==> src/sv/sbd_pkg.sv <==
// ----------------------------------------------------------------------------
// sbd_pkg
// Shared types, constants and elaboration-time table builders for the
// single-bin DFT accumulator.
// ----------------------------------------------------------------------------
package sbd_pkg;

    // default sizes
    localparam int unsigned SamplesLog2Def = 10;
    localparam int unsigned TableLog2Def   = 10;

    // fixed field widths
    localparam int unsigned SampleW = 16;
    localparam int unsigned PhaseW  = 32;
    localparam int unsigned SumW    = 48;
    localparam int unsigned ProdW   = 32;
    localparam int unsigned CordicN = 24;
    localparam int unsigned CfgIdxW = 2;

    // register indexes
    localparam logic [CfgIdxW-1:0] RegStartPhase = 2'd0;
    localparam logic [CfgIdxW-1:0] RegPhaseStep  = 2'd1;
    localparam logic [CfgIdxW-1:0] RegDcBin      = 2'd2;

    // sums captured at the end of a period
    typedef struct packed {
        logic                   sat;
        logic signed [SumW-1:0] re;
        logic signed [SumW-1:0] im;
    } t_snap;

    // quarter-wave sine entry, Taylor series in Q30 rounded to Q15
    function automatic logic [15:0] sine_entry(input int unsigned idx,
                                               input int unsigned tl2);
        logic [63:0] x;
        logic [63:0] x2;
        logic [63:0] t;
        logic [63:0] s;
        logic [63:0] v;
        int unsigned k;
        x  = (64'd1686629713 * 64'(idx)) >> tl2;
        x2 = (x * x) >> 30;
        t  = x;
        s  = x;
        for (k = 1; k <= 10; k++) begin
            t = ((t * x2) >> 30) / 64'((2 * k) * (2 * k + 1));
            if (k[0]) s = s - t;
            else s = s + t;
        end
        v = (s + 64'd16384) >> 15;
        if (v > 64'd32767) v = 64'd32767;
        return v[15:0];
    endfunction

    // arctan(2^-i) in 2^-32 turns
    function automatic logic [31:0] atan_turn(input int unsigned i);
        logic [63:0] rad;
        logic [63:0] term;
        logic [63:0] prod;
        int unsigned k;
        rad = 64'd0;
        if (i == 0) return 32'h2000_0000;
        for (k = 0; 62 >= i * (2 * k + 1); k++) begin
            term = (64'd1 << (62 - i * (2 * k + 1))) / 64'(2 * k + 1);
            if (k[0]) rad = rad - term;
            else rad = rad + term;
        end
        prod = (rad >> 30) * 64'd683565276;
        return prod[63:32];
    endfunction

endpackage

==> src/sv/sbd_queue.sv <==
// ----------------------------------------------------------------------------
// sbd_queue
// Two-entry queue of period sums between the sample path and the
// magnitude/angle unit.
// ----------------------------------------------------------------------------
module sbd_queue (
    input  logic           i_clk,
    input  logic           i_rst_n,
    input  logic           i_push,
    input  sbd_pkg::t_snap i_data,
    output logic           o_valid,
    output sbd_pkg::t_snap o_data,
    input  logic           i_pop
);
    import sbd_pkg::*;

    t_snap      r_mem [2];
    logic       r_wp;
    logic       r_rp;
    logic [1:0] r_cnt;

    assign o_valid = (r_cnt != 2'd0);
    assign o_data  = r_mem[r_rp];

    // storage
    always_ff @(posedge i_clk) begin
        if (i_push) r_mem[r_wp] <= i_data;
    end

    // pointers
    always_ff @(posedge i_clk) begin
        if (!i_rst_n) begin
            r_wp  <= 1'b0;
            r_rp  <= 1'b0;
            r_cnt <= 2'd0;
        end else begin
            if (i_push) r_wp <= ~r_wp;
            if (i_pop) r_rp <= ~r_rp;
            r_cnt <= r_cnt + 2'(i_push) - 2'(i_pop);
        end
    end

endmodule

==> config.mk <==
export PLATFORM = sky130hd
export DESIGN_NAME = sbd_queue
export DESIGN_NICKNAME = d
export VERILOG_FILES = /design/src/sv/sbd_pkg.sv /design/src/sv/sbd_queue.sv
export SDC_FILE = /design/constraint.sdc
export NUM_CORES = 1
export LEC_CHECK = 0
export ABC_AREA = 0
export BUFFER_PORTS_ARGS = -buffer_cell sky130_fd_sc_hd__clkbuf_2
export CAP_MARGIN = 20
export CORE_MARGIN = 2
export CORE_UTILIZATION = 52
export DETAILED_ROUTE_END_ITERATION = 10
export PLACE_DENSITY_LB_ADDON = 0.05
export SYNTH_ARGS = -nofsm -noshare
export SYNTH_HDL_FRONTEND = slang
export SYNTH_SLANG_ARGS = --single-unit
==> constraint.sdc <==
create_clock -name i_clk -period 6.32 [get_ports i_clk]
set_clock_uncertainty 0.15 [all_clocks]
set_input_delay 0.632 -clock i_clk [delete_from_list [all_inputs] [get_ports i_clk]]
set_output_delay 0.632 -clock i_clk [all_outputs]
set_load 0.01 [all_outputs]
Yosys cells after proc, flatten, opt, wreduce, memory -nomap -nowiden:

Memories as Yosys holds them, arrays and structs flattened. A register that Yosys moved wholly into a read port is not among the register bits.
Cells that the tools add are included.

* register bits: 4
* RAM bits: 194
* bits of input ports: 101
* output and inout port bits: 98
* word-level logic and storage cells: 13
* memories kept: 1

Memories
* r_mem: depth 2, width 97, rd ports 1, clocked after Yosys merged registers in 1, write ports 1, line sbd_queue.sv:17 `t_snap r_mem [2];`

* $add $sub $neg: 2
* mux-type cells: 4
* bitwise gates (word level): 2
* reduce and logical (&&, ||, !) cells: 1

Operators with widths (number)
* two-way mux 1 bit: 4
* adder 2 x 1 -> 2 bit: 1
* NOT 1 bit: 2
* nonzero test 2 bit: 1
* subtractor 2 x 1 -> 2 bit: 1

Logic depth before layout (Yosys ltp):

* depth after elaboration: 3
* mapped depth: 6
* gate-level depth less buffers: 6

Least setup slack after synthesis:

OpenSTA, ideal clock, no wires.

* path kind: input to register
* start point: in i_push
* end point: mem r_mem[0][0] (netlist bit) (enable)
* library setup time: 0.566 ns
* arrival: 4.887 ns
* data required time: 5.604 ns
* setup slack: 0.717 ns
* cell stages on the path: 1
* path buffers: 0
* cells stage by stage: nor2b_1

* longest elaborated chain between the ends: 2

Ends and longest elaborated chain
* start: declaration: line sbd_queue.sv:9 `input logic i_push,`
* two-way mux 1 bit: line sbd_queue.sv:27 `if (i_push) r_mem[r_wp] <= i_data;`
* two-way mux 1 bit (not written as such): line sbd_queue.sv:27
* end: declaration: line sbd_queue.sv:17

Every way passes these cells.

==> reports/metrics.csv <==
metric;value;unit
status;finished, final reports clean;
final number of setup-violating endpoints;0;
synthesized cell area;0.00734;mm^2
hold crit path type;in2reg;
Crit path buffers/inverters;2;
count of non-filler cells in the finished layout;725;
clock share of power;0.381;
RD Place Congestion;0.699;
Slowest-stage cell, CP;dfxtp_4;
GRT overflow;0;
Sw Share;0.206;
DRT iter0 DRCs;269;
full die area;0.0151;mm^2
synth warn;0;
RSZ-0062 raised after global routing;false;
TritonCTS Buffers;17;
count leader, synth;edfxtp_1;
critical path's top delay family;flip-flops;
num rows;43;
clk sink count;199;
sequential-to-total area share from yosys stat;0.808;
MaxCap Viol Count;0;
largest net degree at the start of global routing;72;
Peak Freq;293;MHz
gr usage total;0.172;
critical setup path kind;reg2out;
syn_area_per_cell;22.8;um^2
Int Power;2380;uW
first-pass GRT wire length;18700;um
synthesis-stage register bit count;199;
CP Cell Sequence;buf_4, mux2_2, clkbuf_2;
Psw;616;uW
Post-CTS Resized;0;
DP HPWL;8280;um
via count of the first global-routing pass;3745;
post-synth net total;425;
placed cells;693;
pwr/cell area;327;mW/mm^2
leakage;0.00356;uW
hold_buf cts;0;
port bufs;198;
Slew Limit Headroom;0.291;
post-route minimum period;3.41;ns
Total Wirelength;12700;um
I/O pins;199;
top routing layer in use;met4;
worst slew pin tran;1.06;ns
DR pass1 iterations;4;
Initial Util;0.531;
vias;3660;
Post-route DRC;0;
crit path max fanout;63;
Final Max Slew Viols;0;
WL met1;4900;um
layout cells sized above 1;0.611;
wire length on met3;1110;um
Chip Width;123;um
met2 wire len;6540;um
die height;123;um
Tcrit/Tclk final;0.540;
# fillers;989;
Area contributors post-synth;edfxtp_1 (79%), mux2_2 (10%), mux2_4 (6.1%), dfxtp_1 (1.4%), buf_6 (0.77%);
Synth async-reset ratio;0;
Post-synth EDFFs;194;
CTS tree;yes;
Syn Inst Count;322;
vias per inst;5.05;
initial antenna violation count;0;
per-cell routed wire length;17.5;um
critical path's largest stage delay;0.98;ns
Post-synth top cells;edfxtp_1 (194), mux2_2 (67), mux2_4 (30);
Worst VDD drop;252;uV
CTS max path bufs;2;
H-Tree Level Count;4;
Critical Path AT;2.63;ns
core area;0.0138;mm^2
final hold violations;0;
Worst Setup End Kind;primary output;
clock latency on the worst-skew pair;0.42;ns
Synth Flop Type;edfxtp_1;
area grow syn2layout;24.7;%
root buf cell;clkbuf_16;
Layout Nets;635;
total negative slack;0;ns
Seq pwr share;0.521;
critical path startpoint category;register;
combinational share of power;0.097;
share of the synthesized area in the top cell type;0.794;
Netlist cell types;14;
setup bufs post-CTS;0;
Critical Path RT;5.54;ns
Worst-path clk slew;0.07;ns
Antenna Cells;0;
Final ANT Viol Nets;0;
cell taking the most area after synthesis;edfxtp_1;
[final timing paths]
kind	slack, ns	cells past startpoint	startpoint	endpoint
setup reg to reg	4.13	2	r_wp	r_mem[1][11]
hold / removal	0.25	1	i_data[4]	r_mem[0][4]
setup / recovery	2.91	3	register	o_data[16]
hold reg to reg	0.42	2	r_rp	register
[sequential cells by signal, summed over array words and instances, names as in the netlist, named ones only]
register  flops
r_rp          1
r_cnt         2
r_wp          1
r_mem       194
[layout by cell type, fill, tap and decap left out, types with 2 or more instances in the layout]
master,count
inv_1,2
mux2_4,30
bufinv_16,5
edfxtp_1,194
clkinv_2,4
ha_1,2
and2_1,3
mux2_2,67
clkinvlp_4,2
nor2b_1,2
clkbuf_2,198
clkbuf_16,17
buf_4,4
dfxtp_1,4
clkinv_4,2
[area by class of cell]
| cell class | count | area (um^2) | area share |
|---|---|---|---|
| clock buffers | 18 | 429 | 0.0469 |
| inverters | 2 | 7.51 | 0.000821 |
| clock inverters | 14 | 206 | 0.0226 |
| flip-flops and latches | 199 | 5930 | 0.648 |
| multi-input cells | 110 | 1330 | 0.145 |
| repair buffers | 202 | 1020 | 0.112 |
| well taps | 180 | 225 | 0.0246 |
[logic make-up after synthesis]
kind of cell,share of synthesized area
flip-flops,0.808
multiplexers,0.164
buffers and inverters,0.0128
AND/OR/NAND/NOR,0.00682
XOR/XNOR,0.00426
adder cells (fa/ha/maj),0.00341
AO/OA/AOI/OAI,0.00102
[layer usage]
layer / vias to the layer above / GRT usage
met5: - / 0
met3: 13 / 0.0748
li1: 1697 / -
met4: 0 / 0.0596
met1: 1811 / 0.197
met2: 139 / 0.288
[per-stage QoR]
| stage | power (uW) | util | hold WS, ns | setup slack [ns] | area [um^2] |
|---|---|---|---|---|---|
| after floorplan | 1760 | - | 0.405 | 0.717 | 7340 |
| after global placement | 1880 | 0.616 | 0.413 | 3.36 | 8510 |
| after detailed placement | 1890 | 0.616 | 0.417 | 3.37 | 8510 |
| after CTS | 3020 | 0.662 | 0.228 | 2.90 | 9150 |
| after global routing | 3100 | 0.662 | 0.218 | 2.75 | 9150 |
| final | 2990 | 0.662 | 0.248 | 2.91 | 9150 |
[power groups by stage]
| stage | Sequential, uW | Combinational (uW) | Clock [uW] |
|---|---|---|---|
| 5_1_grt | 1570 | 316 | 1220 |
| 4_1_cts | 1560 | 297 | 1160 |
| 3_3_place_gp | 1590 | 291 | 0 |
| 2_1_floorplan | 1570 | 191 | 0 |
| 3_5_place_dp | 1590 | 296 | 0 |
| 6_report | 1560 | 291 | 1140 |
Power figures use the tool's default switching activity.
